File: src/rtl/hpbt_pkg.sv
// Shared types and constants for the header block tokenizer.
// Used by hpbt_step and hpack_header_block_tokenizer_top; depends on nothing.
`default_nettype none

package hpbt_pkg;

    typedef enum logic [2:0] {
        ST_IDX     = 3'd0,
        ST_KEY_LEN = 3'd1,
        ST_VAL_LEN = 3'd2,
        ST_KEY     = 3'd3,
        ST_VAL     = 3'd4
    } parse_state_t;

    // Element kinds reported with every byte.
    localparam logic [2:0] KIND_INT_PART = 3'd0;
    localparam logic [2:0] KIND_INDEX    = 3'd1;
    localparam logic [2:0] KIND_KEY_LEN  = 3'd2;
    localparam logic [2:0] KIND_KEY_BYTE = 3'd3;
    localparam logic [2:0] KIND_VAL_LEN  = 3'd4;
    localparam logic [2:0] KIND_VAL_BYTE = 3'd5;

    localparam logic [2:0] PREFIX_NONE   = 3'd0;
    localparam logic [2:0] PREFIX_STRLEN = 3'd7;
    localparam logic [5:0] SHIFT_STEP    = 6'd7;
    localparam logic [5:0] SHIFT_LIMIT   = 6'd56;
    localparam logic [5:0] SHIFT_MAX     = 6'd63;

    typedef struct packed {
        parse_state_t parse_state;
        logic [2:0]   prefix_bits;
        logic [5:0]   shift_count;
        logic         int_continues;
        logic         int_sat;
        logic [1:0]   rep_kind;
    } ctrl_t;

    typedef struct packed {
        logic       int_overflow;
        logic       string_last;
        logic [1:0] representation;
        logic [2:0] element_kind;
    } result_t;

    localparam ctrl_t CTRL_RESET = '{
        parse_state:   ST_IDX,
        prefix_bits:   PREFIX_NONE,
        shift_count:   6'd0,
        int_continues: 1'b0,
        int_sat:       1'b0,
        rep_kind:      2'd0
    };

    // Prefix width of a field's first byte, picked from its top nibble.
    function automatic logic [2:0] prefix_of_nibble(input logic [3:0] nibble);
        logic [2:0] width;
        case (nibble) inside
            [4'd0:4'd1]:  width = 3'd4;
            [4'd2:4'd3]:  width = 3'd5;
            [4'd4:4'd7]:  width = 3'd6;
            default:      width = 3'd7;
        endcase
        return width;
    endfunction

endpackage

`default_nettype wire

File: src/rtl/hpbt_step.sv
// Combinational next-state and result logic for one header block byte.
// Depends on hpbt_pkg; instantiated by hpack_header_block_tokenizer_top.
`default_nettype none

module hpbt_step
    import hpbt_pkg::*;
#(
    parameter int INT_BITS = 32
) (
    input  wire logic [7:0]          data_byte,
    input  wire ctrl_t               ctrl_cur,
    input  wire logic [INT_BITS-1:0] accum_cur,
    input  wire logic [INT_BITS-1:0] remaining_cur,
    output ctrl_t                    ctrl_next,
    output logic [INT_BITS-1:0]      accum_next,
    output logic [INT_BITS-1:0]      remaining_next,
    output result_t                  result,
    output logic [INT_BITS-1:0]      int_value
);

    localparam int SUM_W = INT_BITS + 8;
    localparam logic [INT_BITS-1:0] SAT_MAX = '1;

    logic [6:0]          chunk;
    logic                shift_ok;
    logic [SUM_W-1:0]    shifted;
    logic [SUM_W-1:0]    sum;
    logic                add_ovf;
    logic                sat_new;
    logic [INT_BITS-1:0] rem_dec;
    logic                wide;
    logic [6:0]          mask;
    logic [INT_BITS-1:0] masked;

    function automatic logic [2:0] done_kind(input parse_state_t st);
        logic [2:0] k;
        case (st)
            ST_KEY_LEN: k = KIND_KEY_LEN;
            ST_VAL_LEN: k = KIND_VAL_LEN;
            default:    k = KIND_INDEX;
        endcase
        return k;
    endfunction

    function automatic logic [INT_BITS-1:0] rem_dec_of(input logic [INT_BITS-1:0] len);
        return len - INT_BITS'(1);
    endfunction

    assign chunk    = data_byte[6:0];
    assign shift_ok = {1'b0, ctrl_cur.shift_count} < 7'(INT_BITS);
    assign shifted  = SUM_W'(chunk) << ctrl_cur.shift_count;
    assign sum      = SUM_W'(accum_cur) + shifted;
    assign add_ovf  = sum[SUM_W-1:INT_BITS] != '0;
    assign sat_new  = ctrl_cur.int_sat || ((chunk != 7'd0) && (!shift_ok || add_ovf));
    assign rem_dec  = remaining_cur - INT_BITS'(1);
    assign wide     = (ctrl_cur.prefix_bits == 3'd6) || (ctrl_cur.prefix_bits == 3'd4);

    always_comb
    begin
        ctrl_next      = ctrl_cur;
        accum_next     = accum_cur;
        remaining_next = remaining_cur;
        result.element_kind = KIND_INT_PART;
        result.string_last  = 1'b0;
        result.int_overflow = 1'b0;
        int_value      = '0;
        mask           = 7'd0;
        masked         = '0;

        if (((ctrl_cur.parse_state == ST_KEY) || (ctrl_cur.parse_state == ST_VAL))
            && (remaining_cur != '0))
        begin
            remaining_next      = rem_dec;
            result.element_kind = (ctrl_cur.parse_state == ST_KEY) ? KIND_KEY_BYTE
                                                                   : KIND_VAL_BYTE;
            result.string_last  = (rem_dec == '0);
        end
        else if (((ctrl_cur.parse_state == ST_IDX) || (ctrl_cur.parse_state == ST_KEY_LEN)
                  || (ctrl_cur.parse_state == ST_VAL_LEN)) && ctrl_cur.int_continues)
        begin
            // Continuation byte: seven more bits, saturating at the integer maximum.
            ctrl_next.int_sat = sat_new;
            if (sat_new)
            begin
                accum_next = SAT_MAX;
            end
            else if (chunk != 7'd0)
            begin
                accum_next = sum[INT_BITS-1:0];
            end
            ctrl_next.shift_count   = (ctrl_cur.shift_count > SHIFT_LIMIT) ? SHIFT_MAX
                                    : ctrl_cur.shift_count + SHIFT_STEP;
            ctrl_next.int_continues = data_byte[7];
            result.int_overflow     = sat_new;
            if (!data_byte[7])
            begin
                result.element_kind = done_kind(ctrl_cur.parse_state);
                int_value           = accum_next;
            end
        end
        else
        begin
            ctrl_next.shift_count   = 6'd0;
            ctrl_next.int_continues = 1'b0;
            ctrl_next.int_sat       = 1'b0;
            if (((ctrl_cur.parse_state == ST_KEY_LEN) || (ctrl_cur.parse_state == ST_VAL_LEN))
                && (accum_cur != '0))
            begin
                // First byte of a non-empty string.
                ctrl_next.parse_state = (ctrl_cur.parse_state == ST_KEY_LEN) ? ST_KEY : ST_VAL;
                ctrl_next.prefix_bits = PREFIX_NONE;
                accum_next            = '0;
                remaining_next        = rem_dec_of(accum_cur);
                result.element_kind   = (ctrl_cur.parse_state == ST_KEY_LEN) ? KIND_KEY_BYTE
                                                                             : KIND_VAL_BYTE;
                result.string_last    = (accum_cur == INT_BITS'(1));
            end
            else
            begin
                // An empty key, the end of a key, or a literal (with an indexed or a new name)
                // all move on to a length; anything else opens a new field.
                if ((ctrl_cur.parse_state == ST_KEY_LEN)
                    || ((ctrl_cur.parse_state == ST_IDX) && wide && (accum_cur != '0))
                    || (ctrl_cur.parse_state == ST_KEY))
                begin
                    ctrl_next.parse_state = ST_VAL_LEN;
                    ctrl_next.prefix_bits = PREFIX_STRLEN;
                end
                else if ((ctrl_cur.parse_state == ST_IDX) && wide)
                begin
                    ctrl_next.parse_state = ST_KEY_LEN;
                    ctrl_next.prefix_bits = PREFIX_STRLEN;
                end
                else
                begin
                    ctrl_next.parse_state = ST_IDX;
                    ctrl_next.prefix_bits = prefix_of_nibble(data_byte[7:4]);
                    ctrl_next.rep_kind    = 2'(3'd7 - ctrl_next.prefix_bits);
                end
                mask                    = 7'h7f >> (3'd7 - ctrl_next.prefix_bits);
                masked                  = INT_BITS'(data_byte[6:0] & mask);
                accum_next              = masked;
                remaining_next          = '0;
                ctrl_next.int_continues = (data_byte[6:0] & mask) == mask;
                if ((data_byte[6:0] & mask) != mask)
                begin
                    result.element_kind = done_kind(ctrl_next.parse_state);
                    int_value           = masked;
                end
            end
        end

        result.representation = ctrl_next.rep_kind;
    end

endmodule

`default_nettype wire

File: src/rtl/hpack_header_block_tokenizer_top.sv
// Header block tokenizer: one byte in, one classified element out.
// Depends on hpbt_pkg and hpbt_step.
//
// Usage:
//   Input stream s_*: s_tdata[7:0] is one header block byte, s_tuser[0] is the
//   block-start flag that clears all parse state before that byte is handled.
//   Output stream m_*: one transaction per input byte. m_tdata carries the
//   decoded integer (zero unless an index or length just finished), m_tuser
//   carries the element kind, the representation and the overflow flag, and
//   m_tlast marks the final byte of a key or value string.
// Timing:
//   A byte is registered in the input register on acceptance, and its result is
//   then registered in the output register, from which it is offered. The
//   per-byte work is a shift-add with a saturation compare, so one byte is
//   taken every cycle while the output is drained.
// Reset and stalls:
//   Reset empties both registers and returns the parser to the index state.
//   While m_tready is low the result is held; one more byte is still accepted
//   into the input register, and s_tready then drops until the output drains.
`default_nettype none

module hpack_header_block_tokenizer_top
    import hpbt_pkg::*;
#(
    parameter int INT_BITS = 32
) (
    input  wire logic        clk,
    input  wire logic        rst_n,
    input  wire logic        s_tvalid,
    output logic             s_tready,
    input  wire logic [7:0]  s_tdata,   // [7:0] data_byte
    input  wire logic [0:0]  s_tuser,   // [0] block_start
    output logic             m_tvalid,
    input  wire logic        m_tready,
    output logic [31:0]      m_tdata,   // [31:0] int_value
    output logic [5:0]       m_tuser,   // [2:0] element_kind, [4:3] representation,
                                        // [5] int_overflow
    output logic             m_tlast    // string_last
);

    logic                in_valid_reg;
    logic [7:0]          in_data_reg;
    logic                in_start_reg;
    ctrl_t               ctrl_reg;
    logic [INT_BITS-1:0] accum_reg;
    logic [INT_BITS-1:0] remaining_reg;
    logic                out_valid_reg;
    result_t             out_res_reg;
    logic [31:0]         out_value_reg;

    logic                advance;
    ctrl_t               ctrl_cur;
    logic [INT_BITS-1:0] accum_cur;
    logic [INT_BITS-1:0] remaining_cur;
    ctrl_t               ctrl_next;
    logic [INT_BITS-1:0] accum_next;
    logic [INT_BITS-1:0] remaining_next;
    result_t             res_next;
    logic [INT_BITS-1:0] value_next;
    logic [63:0]         value_wide;

    assign advance  = !out_valid_reg || m_tready;
    assign s_tready = !in_valid_reg || advance;

    // Block start handles the byte as if from the reset state.
    assign ctrl_cur      = in_start_reg ? CTRL_RESET : ctrl_reg;
    assign accum_cur     = in_start_reg ? '0 : accum_reg;
    assign remaining_cur = in_start_reg ? '0 : remaining_reg;

    hpbt_step #(
        .INT_BITS (INT_BITS)
    ) u_step (
        .data_byte      (in_data_reg),
        .ctrl_cur       (ctrl_cur),
        .accum_cur      (accum_cur),
        .remaining_cur  (remaining_cur),
        .ctrl_next      (ctrl_next),
        .accum_next     (accum_next),
        .remaining_next (remaining_next),
        .result         (res_next),
        .int_value      (value_next)
    );

    assign value_wide = 64'(value_next);

    always_ff @(posedge clk or negedge rst_n)
    begin
        if (!rst_n)
        begin
            in_valid_reg  <= 1'b0;
            out_valid_reg <= 1'b0;
            ctrl_reg      <= CTRL_RESET;
            accum_reg     <= '0;
            remaining_reg <= '0;
        end
        else
        begin
            if (s_tready)
            begin
                in_valid_reg <= s_tvalid;
            end
            if (advance)
            begin
                out_valid_reg <= in_valid_reg;
            end
            if (in_valid_reg && advance)
            begin
                ctrl_reg      <= ctrl_next;
                accum_reg     <= accum_next;
                remaining_reg <= remaining_next;
            end
        end
    end

    always_ff @(posedge clk)
    begin
        if (s_tvalid && s_tready)
        begin
            in_data_reg  <= s_tdata;
            in_start_reg <= s_tuser[0];
        end
        if (in_valid_reg && advance)
        begin
            out_res_reg   <= res_next;
            out_value_reg <= value_wide[31:0];
        end
    end

    assign m_tvalid = out_valid_reg;
    assign m_tdata  = out_value_reg;
    assign m_tuser  = {out_res_reg.int_overflow, out_res_reg.representation,
                       out_res_reg.element_kind};
    assign m_tlast  = out_res_reg.string_last;

    // Only string bytes can close a string.
    assert property (@(posedge clk) disable iff (!rst_n)
        (m_tvalid && m_tlast) |->
            (m_tuser[2:0] == KIND_KEY_BYTE || m_tuser[2:0] == KIND_VAL_BYTE))
        else $error("string end flagged on a non-string element");

    // Saturation is a property of integers, never of string bytes.
    assert property (@(posedge clk) disable iff (!rst_n)
        (m_tvalid && m_tuser[5]) |->
            (m_tuser[2:0] != KIND_KEY_BYTE && m_tuser[2:0] != KIND_VAL_BYTE))
        else $error("overflow flagged on a string byte");

    // The integer is reported only when an index or a length completes.
    assert property (@(posedge clk) disable iff (!rst_n)
        (m_tvalid && (m_tuser[2:0] == KIND_INT_PART || m_tuser[2:0] == KIND_KEY_BYTE
                      || m_tuser[2:0] == KIND_VAL_BYTE)) |-> (m_tdata == 32'd0))
        else $error("integer value present on a non-integer element");

    // Inside a string no integer may be open.
    assert property (@(posedge clk) disable iff (!rst_n)
        (ctrl_reg.parse_state == ST_KEY || ctrl_reg.parse_state == ST_VAL) |->
            (ctrl_reg.prefix_bits == PREFIX_NONE && !ctrl_reg.int_continues))
        else $error("integer state left open inside a string");

endmodule

`default_nettype wire

File: config.mk
export PLATFORM = sky130hd
export DESIGN_NAME = hpack_header_block_tokenizer_top
export DESIGN_NICKNAME = d
export VERILOG_FILES = /design/src/rtl/hpbt_pkg.sv /design/src/rtl/hpbt_step.sv /design/src/rtl/hpack_header_block_tokenizer_top.sv
export SDC_FILE = /design/constraint.sdc
export NUM_CORES = 1
export LEC_CHECK = 0
export BUFFER_PORTS_ARGS = -buffer_cell sky130_fd_sc_hd__buf_2
export CORE_UTILIZATION = 45
export CTS_CLUSTER_SIZE = 40
export DETAILED_ROUTE_END_ITERATION = 16
export PLACE_DENSITY_LB_ADDON = 0.3
export SYNTH_ARGS = -nofsm -noshare
export SYNTH_HDL_FRONTEND = slang
export SYNTH_SLANG_ARGS = --single-unit
File: constraint.sdc
create_clock -name clk -period 4.97 [get_ports clk]
set_input_delay 0.994 -clock clk [delete_from_list [all_inputs] [get_ports clk]]
set_output_delay 0.994 -clock clk [all_outputs]
set_load 0.02 [all_outputs]
======== After elaboration in Yosys (flattened, before gate mapping) ========
Cells that the tools add are included.
storage, ports and cells
  flip-flop bits (word level) ............. 130
  output and inout bits ................... 41
cells by class
  $add $sub $neg .......................... 6
  order comparisons ....................... 8
  eq/ne operators ......................... 11
  shifts and indexed selects .............. 2
  multiplexer cells ....................... 51
  bitwise gates (word level) .............. 3
  reductions and logical operators ........ 32
operator list
  cell                                                                   number
  32-bit two-way mux                                                     14
  32-bit nonzero test                                                    2
  32-bit by 1-bit subtractor with 32-bit output (second input constant)  2
  3-bit two-way mux                                                      15
  6-bit two-way mux                                                      7
  32-bit by 40-bit adder with 40-bit output                              1
  7-bit by 6-bit left shift with 40-bit output                           1
  32-bit by 1-bit == test with 1-bit output (second input constant)      1
  32-bit logical NOT                                                     1
  16-bit two-way mux                                                     2
  7-bit AND                                                              2
  3-bit one-hot mux with 2 select lines                                  2
  1-bit logical AND                                                      11
  1-bit logical OR                                                       11
  3-bit by 2-bit == test with 1-bit output (second input constant)       3
  3-bit == test (second input constant)                                  3
  2-bit two-way mux                                                      4
  8-bit two-way mux                                                      1
  8-bit nonzero test                                                     1
  7-bit == test                                                          1
  7-bit != test                                                          1
  7-bit nonzero test                                                     1
  7-bit by 3-bit right shift with 7-bit output (first input constant)    1
  6-bit by 3-bit adder with 6-bit output (second input constant)         1
  other kinds (17)                                                       24

======== Longest topological paths before layout ========
Gate-level depths: netlist (run 1).
  word-level depth ........................ 24
  gate-level depth with buffers ........... 24

======== Hierarchy ========
From an unflattened synthesis (run 1), not the netlist that was laid out.
second synthesis, totals
  cell total of the unflattened synthesis .. 1341
  area, all modules ....................... 11477.3 um^2
by module, submodules not included
  module                            instances  cells an instance  area each (um^2)  sequential area each (um^2)
  hpbt_step                         1          1028               6407.4            0.0
  hpack_header_block_tokenizer_top  1          313                5069.9            3493.4

======== Worst setup path before layout (run 1) ========
No wires, ideal clock.
  path type ............................... flip-flop to flip-flop
  from .................................... reg in_start_reg
  to ...................................... reg out_value_reg[14] (netlist: m_tdata[14]) (data pin)
  arrival ................................. 5236 ps
  setup slack ............................. -532 ps
  cell stages (with the launch flop) ...... 24
  path buffers ............................ 7
  period minus slack after synthesis ...... 5502 ps
  cells stage by stage .................... edfxtp_1 buf_2 buf_2 inv_1 clkbuf_1 buf_1 clkbuf_1 clkbuf_1 o21ai_0 nand2_1 nor2_1 ha_1 fa_1 a211oi_1 o21bai_1 a2111oi_4 nor4_1 o31ai_1 mux2i_1 o2111a_2 a31oi_4 buf_6 a211oi_2 nor2_1
between the ends
  word-level cells in the longest chain between the ends .. 10
  elaborated cells on any way between the ends .. 30
ends and longest elaborated chain
  element                                       line                                     text
  start: declaration                            hpack_header_block_tokenizer_top.sv:43   logic in_start_reg;
  start signal: assignment                      hpack_header_block_tokenizer_top.sv:120  in_start_reg <= s_tuser[0];
  16-bit two-way mux                            hpack_header_block_tokenizer_top.sv:66   assign ctrl_cur = in_start_reg ? CTRL_RESET : ctrl_reg;
  7-bit by 6-bit left shift with 40-bit output  hpbt_step.sv:51                          assign shifted = SUM_W'(chunk) << ctrl_cur.shift_count;
  32-bit by 40-bit adder with 40-bit output     hpbt_step.sv:52                          assign sum = SUM_W'(accum_cur) + shifted;
  8-bit nonzero test                            hpbt_step.sv:53                          assign add_ovf = sum[SUM_W-1:INT_BITS] != '0;
  1-bit logical OR                              hpbt_step.sv:54                          assign sat_new = ctrl_cur.int_sat || ((chunk != 7'd0) && (!shift_ok || add_ovf));
  1-bit logical AND                             hpbt_step.sv:54
  1-bit logical OR                              hpbt_step.sv:54
  32-bit two-way mux                            hpbt_step.sv:83                          if (sat_new)
  32-bit two-way mux                            hpbt_step.sv:95                          if (!data_byte[7])
  32-bit two-way mux                            hpbt_step.sv:78                          else if (((ctrl_cur.parse_state == ST_IDX) || (ctrl_cur.parse_state == ST_KEY_LEN)
  end signal: assignment                        hpack_header_block_tokenizer_top.sv:125  out_value_reg <= value_wide[31:0];
  end: declaration                              hpack_header_block_tokenizer_top.sv:49   logic [31:0] out_value_reg;
Several ways; a longest one is shown, not always the timed one.
A chain may end at the register's enable or synchronous reset.

======== Worst setup path after layout (run 1) ========
  from .................................... reg in_start_reg
  to ...................................... reg accum_reg[28]
between the ends
  word-level cells in the longest chain between the ends .. 10
  elaborated cells on any way between the ends .. 26
ends and longest elaborated chain
  element                                       line                                     text
  16-bit two-way mux                            hpack_header_block_tokenizer_top.sv:66
  7-bit by 6-bit left shift with 40-bit output  hpbt_step.sv:51
  32-bit by 40-bit adder with 40-bit output     hpbt_step.sv:52
  8-bit nonzero test                            hpbt_step.sv:53
  1-bit logical OR                              hpbt_step.sv:54
  1-bit logical AND                             hpbt_step.sv:54
  1-bit logical OR                              hpbt_step.sv:54
  32-bit two-way mux                            hpbt_step.sv:83
  32-bit two-way mux                            hpbt_step.sv:78
  32-bit two-way mux (*)                        hpbt_step.sv:70                          if (((ctrl_cur.parse_state == ST_KEY) || (ctrl_cur.parse_state == ST_VAL))
  end signal: assignment                        hpack_header_block_tokenizer_top.sv:109  accum_reg <= accum_next;
  end: declaration                              hpack_header_block_tokenizer_top.sv:45   logic [INT_BITS-1:0] accum_reg;
Mark *: on every way between the ends. The rest lies on a longest branch, timed or not.

==> results.toml, run 1 <==
[timing]
clock_skew_ps = 8.762
fin_crit_ps = 4773
worstMarginPinSlew_ps = 1138
min_period_over_period_pct = 96.03
hold_viol_final = 0
slew_headroom_pct = 23.92
slew_viol_final = 0
fin_ws_ps = 197.1
setup_viol = 0
fmax_mhz = 209.5
fin_setup_tns_ps = 0

[clocking]
htree_num_levels = 4
clock-root-buffer = "clkbuf_16"
clk_latency_ps = 440
tritoncts = "done"
cts_made_buffers = 17
postCtsHoldBufs = 0
clk_pin_slew_ps = 60
clk_path_buf_depth = 2
cts_sinks = 129

[power]
powerDensity_nw_per_um2 = 342.7
power_frac_comb_pct = 36.8
p_leak_nw = 5.387
p_sw_mw = 1.667
total_power_mw = 4.320
seqPwrFrac_pct = 31.1
vdd_drop_max_mv = 0.2105
p_int_mw = 2.653
clkPwrFrac_pct = 32.1
p_sw_share_pct = 38.59

[worst_setup_path]
critPathKind = "flip-flop to flip-flop"
cp_cell_sequence = "nor4b_1 > a221oi_1 > buf_4 > mux2_2 > a22o_1 > nand2_1 > nor2_1 > ha_1 > nand2_1 > a211oi_1 > nor2_1 > o31ai_2 > o211ai_1 > buf_4 > a2111oi_2 > o21bai_1 > buf_4 > a31oi_4 > buf_4 > a211oi_2 > buf_4 > o22ai_1"
crit_arrival_ps = 5060
critPathMaxStageDelay_ps = 510
crit_top_cell = "buf_4"
cp-start-kind = "flip-flop"
crit_slowest_cell = "edfxtp_1"
required_ps = 5250
worst_setup_path_end_kind = "flip-flop"
critPathMaxFanout = 8

[cells_and_area]
drive_gt1_share_pct = 17.89
syn2layout_area_growth_pct = 19.15
utilization_pct = 55.18
antenna_cells = 0
fin_area_um2 = 12610
num-nets-final = 1509

[synthesis]
synth_top_area_cell = "dfrtp_1"
yosysUniqueCellTypes = 80
synth_warnings = 0
synth_seq_cells = 129
synthArstFlopShare_pct = 62.79
synth_top_area_share_pct = 19.16
synthSimpleGateAreaFrac_pct = 23.73
synth.avg_cell_area_um2 = 7.831
syn_area_um2 = 10580
ys_seq_area_share_pct = 32.78
synth_cells = 1351
yosys-top-cells-area = "dfrtp_1 (19%), edfxtp_1 (14%), nor2_1 (5.9%)"
synth_edf_count = 48
synthAdderAreaFrac_pct = 4.683
synth_top_family_by_area = "compound AO/OA/AOI/OAI gates"
synth_compound_area_share_pct = 27.16
synth_ff_type = "dfrtp_1"
synthXorXnorAreaFrac_pct = 4.967
synth_nets = 1403
synthMuxAreaShare_pct = 1.679

[min_path]
hp-class = "flip-flop to flip-flop"

[global_routing]
grt_use_total_pct = 30.91
grt_max_degree = 50
antenna_found_initial = 0
grt_overflow = 0
grt_pass1_wl_mm = 57.73
grt_pass1_vias = 10280

[status]
status = "finished clean"

[routing]
vias = 11050
ant_nets = 0
wl_per_cell_um = 20.80
drc = 0
first_pass_iters = 7
drtIter0Drc = 1207
wirelength_mm = 37.08
via_per_inst = 6.199

[floorplan]
row_count = 55
initial_core_util_pct = 46.31
die_h_um = 155.3
ioPinCount = 54
fp.dieW_um = 155.3
dieArea_um2 = 24130
core_um2 = 22850

[placed_design]
dp_hpwl_mm = 27.20
gp_congestion = 0.9539
pre_cts_ws_ps = 138.0
numPortBuffers = 53
dpl_cell_area_um2 = 11780

[flow_run]
maxCapViolCount = 0
metrics by stage:
step / instances / hold slack, ps
after floorplan: 1351 / 456.2
after global placement: 1743 / 470.5
after detailed placement: 1743 / 485.2
after CTS: 1775 / 499.4
after global routing: 1783 / 521.4
final: 1783 / 496.6
Yosys cell counts (10+ instances only):
master	instances
nor2_1	165
nand2_1	141
a21oi_1	123
o21ai_0	101
dfrtp_1	81
clkbuf_1	67
nor3_1	50
edfxtp_1	48
inv_1	40
ha_1	38
nor2b_1	36
xor2_1	32
a31oi_1	31
o22ai_1	28
xnor2_1	28
nand3_1	26
a22o_1	20
a21o_1	16
a22oi_1	14
and2_1	14
nand2b_1	13
nand4_1	13
nor4_1	13
a211oi_1	12
buf_2	11
mux2i_1	11
buf_1	10
or3_1	10
power groups by stage:
stage / Combinational, mW / Sequential (mW) / Clock (mW)
detailed placement: 1.53 / 1.36 / 0
floorplan: 1.10 / 1.35 / 0
global placement: 1.50 / 1.35 / 0
finish: 1.59 / 1.34 / 1.39
CTS: 1.54 / 1.34 / 1.39
global route: 1.73 / 1.36 / 1.44
worst max-delay path, delay by kind of cell, from the launching register on:
kind,cells,cell delay [ps]
buf+inv,5,860
mux,1,250
simple gates,5,710
fa+ha+maj,1,310
compound gates,10,1970
flops,1,510
worst paths after layout:
| check | start | endpoint | slack [ps] | cells past startpoint |
|---|---|---|---|---|
| setup / recovery | in_start_reg$_DFFE_PP_ | accum_reg[28]$_DFFE_PN0P_ | 200 | 22 |
| hold / removal | accum_reg[13]$_DFFE_PN0P_ | accum_reg[13]$_DFFE_PN0P_ | 500 | 2 |
| setup reg to reg | in_start_reg$_DFFE_PP_ | accum_reg[28]$_DFFE_PN0P_ | 200 | 22 |
| hold reg to reg | accum_reg[13]$_DFFE_PN0P_ | accum_reg[13]$_DFFE_PN0P_ | 500 | 2 |
| max in group asynchronous | rst_n | ctrl_reg[5]$_DFFE_PN0P_ | 3390 | 2 |
| min in group asynchronous | rst_n | ctrl_reg[15]$_DFFE_PN0P_ | 510 | 1 |
per-layer routing:
layer	share of wire, %	global-route usage [%]
met2	46	48.37
met3	8.0	4.986
met5	0	0
met4	3.5	12.42
met1	43	42.47
cells by family after synthesis:
group,Yosys count
compound gates,445
buf+inv,133
mux,17
flops,129
xor+xnor,60
fa+ha+maj,39
simple gates,528
cell type report:
type | count | area (um2)
clock buffers | 17 | 425.4
multi-input cells | 1090 | 6721
clock inverters | 15 | 205.2
inverters | 42 | 161.4
well taps | 313 | 391.6
flip-flops and latches | 129 | 3470
fillers | 2131 | 10240
repair buffers | 177 | 1231
cells in the final DEF (no fill, tap or decap), drive strengths merged, types with 17 or more instances in the layout:
cell type,count
buf,177
nor2,166
nand2,141
a21oi,123
o21ai,104
dfrtp,81
nor3,50
edfxtp,48
inv,44
ha,38
nor2b,36
a31oi,33
xor2,32
xnor2,28
o22ai,28
nand3,26
a22o,20
clkbuf,17
timing repair:
action	CTS	global route
buffers inserted	0	7
setup endpoints to repair	0	58
resized for setup	0	35
(Power assumes the default switching activity.)
==> run 2: changes to the inputs <==
- PLACE_DENSITY: not set -> 0.61
- PLACE_DENSITY_LB_ADDON: 0.3 -> not set
==> run 2 against run 1 <==
Net effect:
- combinational power about the same
- clock skew about the same
- sequential cell count unchanged
- critical path depth down 2
- largest cell class unchanged
==> results.toml, run 2 (same netlist as run 1, synthesis figures left out) <==
[clocking]
htree_num_levels = 4
postCtsHoldBufs = 0
cts_made_buffers = 17
clock-root-buffer = "clkbuf_16"
clk_latency_ps = 430
cts_sinks = 129
clk_pin_slew_ps = 60
tritoncts = "done"
clk_path_buf_depth = 2

[global_routing]
grt_max_degree = 84
antenna_found_initial = 0
grt_overflow = 0
grt_pass1_wl_mm = 58.78
grt_use_total_pct = 31.77
grt_pass1_vias = 10120

[timing]
worstMarginPinSlew_ps = 1017
slew_viol_final = 0
fmax_mhz = 211.3
clock_skew_ps = 8.983
setup_viol = 0
hold_viol_final = 0
min_period_over_period_pct = 95.21
fin_crit_ps = 4732
grt_setup_unrepaired = "true"
fin_setup_tns_ps = 0
fin_ws_ps = 237.9
fin_worst_hold_slack_ps = 494.0
slew_headroom_pct = 32.02

[power]
powerDensity_nw_per_um2 = 340.0
vdd_drop_max_mv = 0.1868
total_power_mw = 4.209
p_leak_nw = 5.234

[floorplan]
core_um2 = 22850
dieArea_um2 = 24130
ioPinCount = 54
fp.dieW_um = 155.3
die_h_um = 155.3
initial_core_util_pct = 46.31
row_count = 55

[placed_design]
pre_cts_ws_ps = -239.0
numPlacedInstances = 1713
dp_hpwl_mm = 27.36
numPortBuffers = 53
gp_congestion = 1.000
dpl_cell_area_um2 = 11560

[cells_and_area]
layout_common_cells = "nor2_1 (165), nand2_1 (139), a21oi_1 (119), o21ai_0 (95), buf_4 (94)"
drive_gt1_share_pct = 16.71
final_cells = 1755
utilization_pct = 54.19
final_common_cell = "nor2_1"
num-nets-final = 1481
nFillCells = 2246
multi_input_area_um2 = 6743
regArea_um2 = 3470
fin_area_um2 = 12380
syn2layout_area_growth_pct = 17.02
antenna_cells = 0

[worst_setup_path]
critPathKind = "flip-flop to flip-flop"
critPathMaxFanout = 7
reg2reg_to = "m_tdata[13]$_SDFFCE_PP0P_"
ff2ff_setup_slack_ps = 240
worst_setup_path_end_kind = "flip-flop"
crit_arrival_ps = 4900
required_ps = 5140
reg2reg_depth = 20
r2r_start = "in_start_reg$_DFFE_PP_"
cp-startpoint = "in_start_reg$_DFFE_PP_"
cp-start-kind = "flip-flop"

[min_path]
worstHoldStart = "ctrl_reg[12]$_DFFE_PN0P_"
min_path_cells = 1
hold_end = "ctrl_reg[12]$_DFFE_PN0P_"
hp-class = "flip-flop to flip-flop"

[flow_run]
maxCapViolCount = 0

[routing]
ant_nets = 0
drtIter0Drc = 1140
wirelength_mm = 37.47
drc = 0
first_pass_iters = 5
vias = 10820
wl_per_cell_um = 21.35
via_per_inst = 6.164

[status]
status = "finished clean"
## run 2: where the power goes
group / switching, mW / total (mW) / internal [mW]
registers: 0.116 / 1.34 / 1.23
logic: 0.999 / 1.57 / 0.573
clock network: 0.529 / 1.30 / 0.767
total: 1.64 / 4.21 / 2.57
## run 2: timing repair
action	4_1_cts	5_1_grt
pin swaps	0	5
endpoints found under the hold margin	0	0
endpoints found under the setup margin	50	66
gates resized for setup	6	37
buffers inserted	1	9
## run 2: how the worst max path moves through the flow
stage,slack [ps],cells after the start,to
2_1_floorplan,7,23,m_tdata[14]$_SDFFCE_PP0P_
3_3_place_gp,-220,17,m_tdata[15]$_SDFFCE_PP0P_
3_5_place_dp,-240,17,m_tdata[15]$_SDFFCE_PP0P_
4_1_cts,30,17,m_tdata[20]$_SDFFCE_PP0P_
5_1_grt,2,18,m_tdata[13]$_SDFFCE_PP0P_
6_report,240,20,m_tdata[13]$_SDFFCE_PP0P_
## run 2: area by class of cell
type                       count  share of cell area (%)
inverter                      42                   1.273
clock inverter                12                   1.061
tap                          313                   3.163
clock buffer                  20                   3.689
timing repair buffer         150                   8.327
sequential                   129                   28.02
multi-input combinational   1089                   54.46
## run 2: critical path, cell delays in order, from the launching register on
cell and delay (ps):
edfxtp_1 470, buf_2 200, buf_4 130, nor2_1 140, a222oi_1 110, buf_4 180, mux2_2 340, nor3_2 220
ha_1 320, a21oi_2 180, o21ai_0 110, or2_2 290, or3_1 350, o211ai_1 290, a21boi_1 120, xor2_1 210
buf_4 160, a31oi_4 140, buf_4 200, a211oi_2 240, nor2_1 60
## run 2: routing by layer
metal | vias up | global-route usage (%) | routed length [um]
met5 | - | 0 | 0
met4 | 0 | 10.92 | 1072
met3 | 69 | 4.206 | 2942
met2 | 542 | 48.20 | 16740
met1 | 5075 | 46.18 | 16710
li1 | 5132 | - | -
==> run 3: changes to the inputs <==
- CORE_MARGIN: not set -> 5
==> run 3 against run 2 <==
Net effect:
- maximum frequency down 1.1%
- critical path depth decreased by 1
- core utilization up 0.26 points
- largest power group unchanged
==> results.toml, run 3 (same netlist as run 1, synthesis figures left out) <==
[cells_and_area]
antenna_cells = 0
drive_gt1_share_pct = 18.30
syn2layout_area_growth_pct = 20.08
num-nets-final = 1520
final_common_cell = "nor2_1"
utilization_pct = 54.45
fin_area_um2 = 12700
layout_common_cells = "nor2_1 (165), nand2_1 (141), buf_4 (133), a21oi_1 (120), o21ai_0 (100)"
nFillCells = 2214

[worst_setup_path]
required_ps = 5130
cp-start-kind = "flip-flop"
critPathKind = "flip-flop to flip-flop"
r2r_start = "in_start_reg$_DFFE_PP_"
crit_arrival_ps = 4940
reg2reg_to = "m_tdata[29]$_SDFFCE_PP0P_"
reg2reg_depth = 19
critPathMaxFanout = 27
worst_setup_path_end_kind = "flip-flop"
ff2ff_setup_slack_ps = 180

[min_path]
hp-class = "flip-flop to flip-flop"
hold_end = "m_tvalid$_DFFE_PN0P_"
min_path_cells = 1
worstHoldStart = "in_valid_reg$_DFFE_PN0N_"

[global_routing]
grt_max_degree = 51
grt_overflow = 0
antenna_found_initial = 0
grt_pass1_wl_mm = 58.62
grt_pass1_vias = 10230
grt_use_total_pct = 28.06

[clocking]
tritoncts = "done"
clk_path_buf_depth = 2
cts_made_buffers = 17
clk_pin_slew_ps = 60
cts_sinks = 129
postCtsHoldBufs = 0
clk_latency_ps = 430
clock-root-buffer = "clkbuf_16"
htree_num_levels = 4

[power]
p_leak_nw = 5.438
power_frac_comb_pct = 37.1
seqPwrFrac_pct = 31.5
powerDensity_nw_per_um2 = 335.5
p_sw_share_pct = 38.30
total_power_mw = 4.262
vdd_drop_max_mv = 0.2013
p_sw_mw = 1.632
clkPwrFrac_pct = 31.4
p_int_mw = 2.630

[placed_design]
pre_cts_ws_ps = -69.06
numPortBuffers = 53
dp_hpwl_mm = 27.98
dpl_cell_area_um2 = 11920
gp_congestion = 0.9556

[floorplan]
core_um2 = 23330
die_h_um = 163.3
fp.dieW_um = 163.3
initial_core_util_pct = 45.35
row_count = 56
ioPinCount = 54
dieArea_um2 = 26680

[routing]
wirelength_mm = 37.61
drc = 0
first_pass_iters = 5
via_per_inst = 6.121
wl_per_cell_um = 20.90
ant_nets = 0
vias = 11020
drtIter0Drc = 1313

[timing]
slew_viol_final = 0
fin_ws_ps = 184.4
grt_setup_unrepaired = "true"
clock_skew_ps = 13.72
hold_viol_final = 0
fmax_mhz = 209.0
setup_viol = 0
fin_crit_ps = 4786
min_period_over_period_pct = 96.29
slew_headroom_pct = 29.49
worstMarginPinSlew_ps = 1055

[status]
status = "finished clean"

[flow_run]
maxCapViolCount = 0
[run 3: cell types whose count changed in the layout (fill, tap and decap cells not counted), sizes merged]
| cell | before | now |
|---|---|---|
| buf | 150 | 189 |
| inv | 45 | 43 |
| bufinv | 2 | 3 |
| clkinv | 4 | 5 |
[run 3: repair_timing]
action / 4_1_cts / 5_1_grt
gates cloned: 0 / 0
pin swaps: 2 / 8
setup endpoints to repair: 4 / 62
setup buffers: 0 / 3
resized for setup: 3 / 28
[run 3: cell type report]
cell class / instances / area [um2] / area share, %
Tap cell: 319 / 399.1 / 3.142
Clock inverter: 12 / 156.4 / 1.231
Inverter: 42 / 157.7 / 1.241
Sequential cell: 129 / 3468 / 27.30
Multi-Input combinational cell: 1089 / 6735 / 53.01
Clock buffer: 20 / 457.9 / 3.604
Timing Repair Buffer: 189 / 1330 / 10.47
[run 3: how the worst max path moves through the flow]
| stage | start | to | slack (ps) |
|---|---|---|---|
| floorplan | in_start_reg$_DFFE_PP_ | m_tdata[14]$_SDFFCE_PP0P_ | 7 |
| global placement | in_start_reg$_DFFE_PP_ | m_tdata[15]$_SDFFCE_PP0P_ | -70 |
| detailed placement | in_start_reg$_DFFE_PP_ | m_tdata[15]$_SDFFCE_PP0P_ | -70 |
| CTS | in_start_reg$_DFFE_PP_ | m_tdata[20]$_SDFFCE_PP0P_ | 50 |
| global route | in_start_reg$_DFFE_PP_ | m_tdata[20]$_SDFFCE_PP0P_ | -20 |
| finish | in_start_reg$_DFFE_PP_ | m_tdata[29]$_SDFFCE_PP0P_ | 180 |
[run 3: per-layer routing]
metal	share of wire (%)	global-route usage, %	routed length (um)
met5	0	0	0
met4	2.5	7.930	947
met3	7.2	4.315	2713
met2	46	44.47	17340
met1	44	39.95	16610
[run 3: per-stage QoR]
| step | hold slack, ps | instances | TNS (ps) |
|---|---|---|---|
| 4_1_cts | 506.4 | 1797 | 0 |
| 2_1_floorplan | 456.2 | 1351 | 0 |
| 6_report | 500.7 | 1800 | 0 |
| 3_3_place_gp | 467.6 | 1765 | -82.76 |
| 3_5_place_dp | 489.3 | 1765 | -122.6 |
| 5_1_grt | 527.9 | 1800 | -41.10 |
[run 3: worst max-delay path, cell delays in order, from the launching register on]
cell      delay, ps
edfxtp_1        440
buf_12          190
o21bai_1        180
a222oi_1        380
buf_4           210
mux2_2          240
nor2_1           90
ha_1            350
a21oi_1         170
o21ai_1         120
nor2b_1         140
or3b_1          440
buf_4           190
o21ai_0         210
buf_4           170
o21ai_0         130
a21boi_0        400
xnor2_1         140
mux2i_1         210
a21oi_1          90
[run 3: power groups by stage]
stage          Sequential, mW  Combinational (mW)  Clock, mW
2_1_floorplan            1.35                1.10          0
3_3_place_gp             1.36                1.52          0
3_5_place_dp             1.36                1.54          0
4_1_cts                  1.34                1.55       1.34
5_1_grt                  1.36                1.74       1.40
6_report                 1.34                1.58       1.34
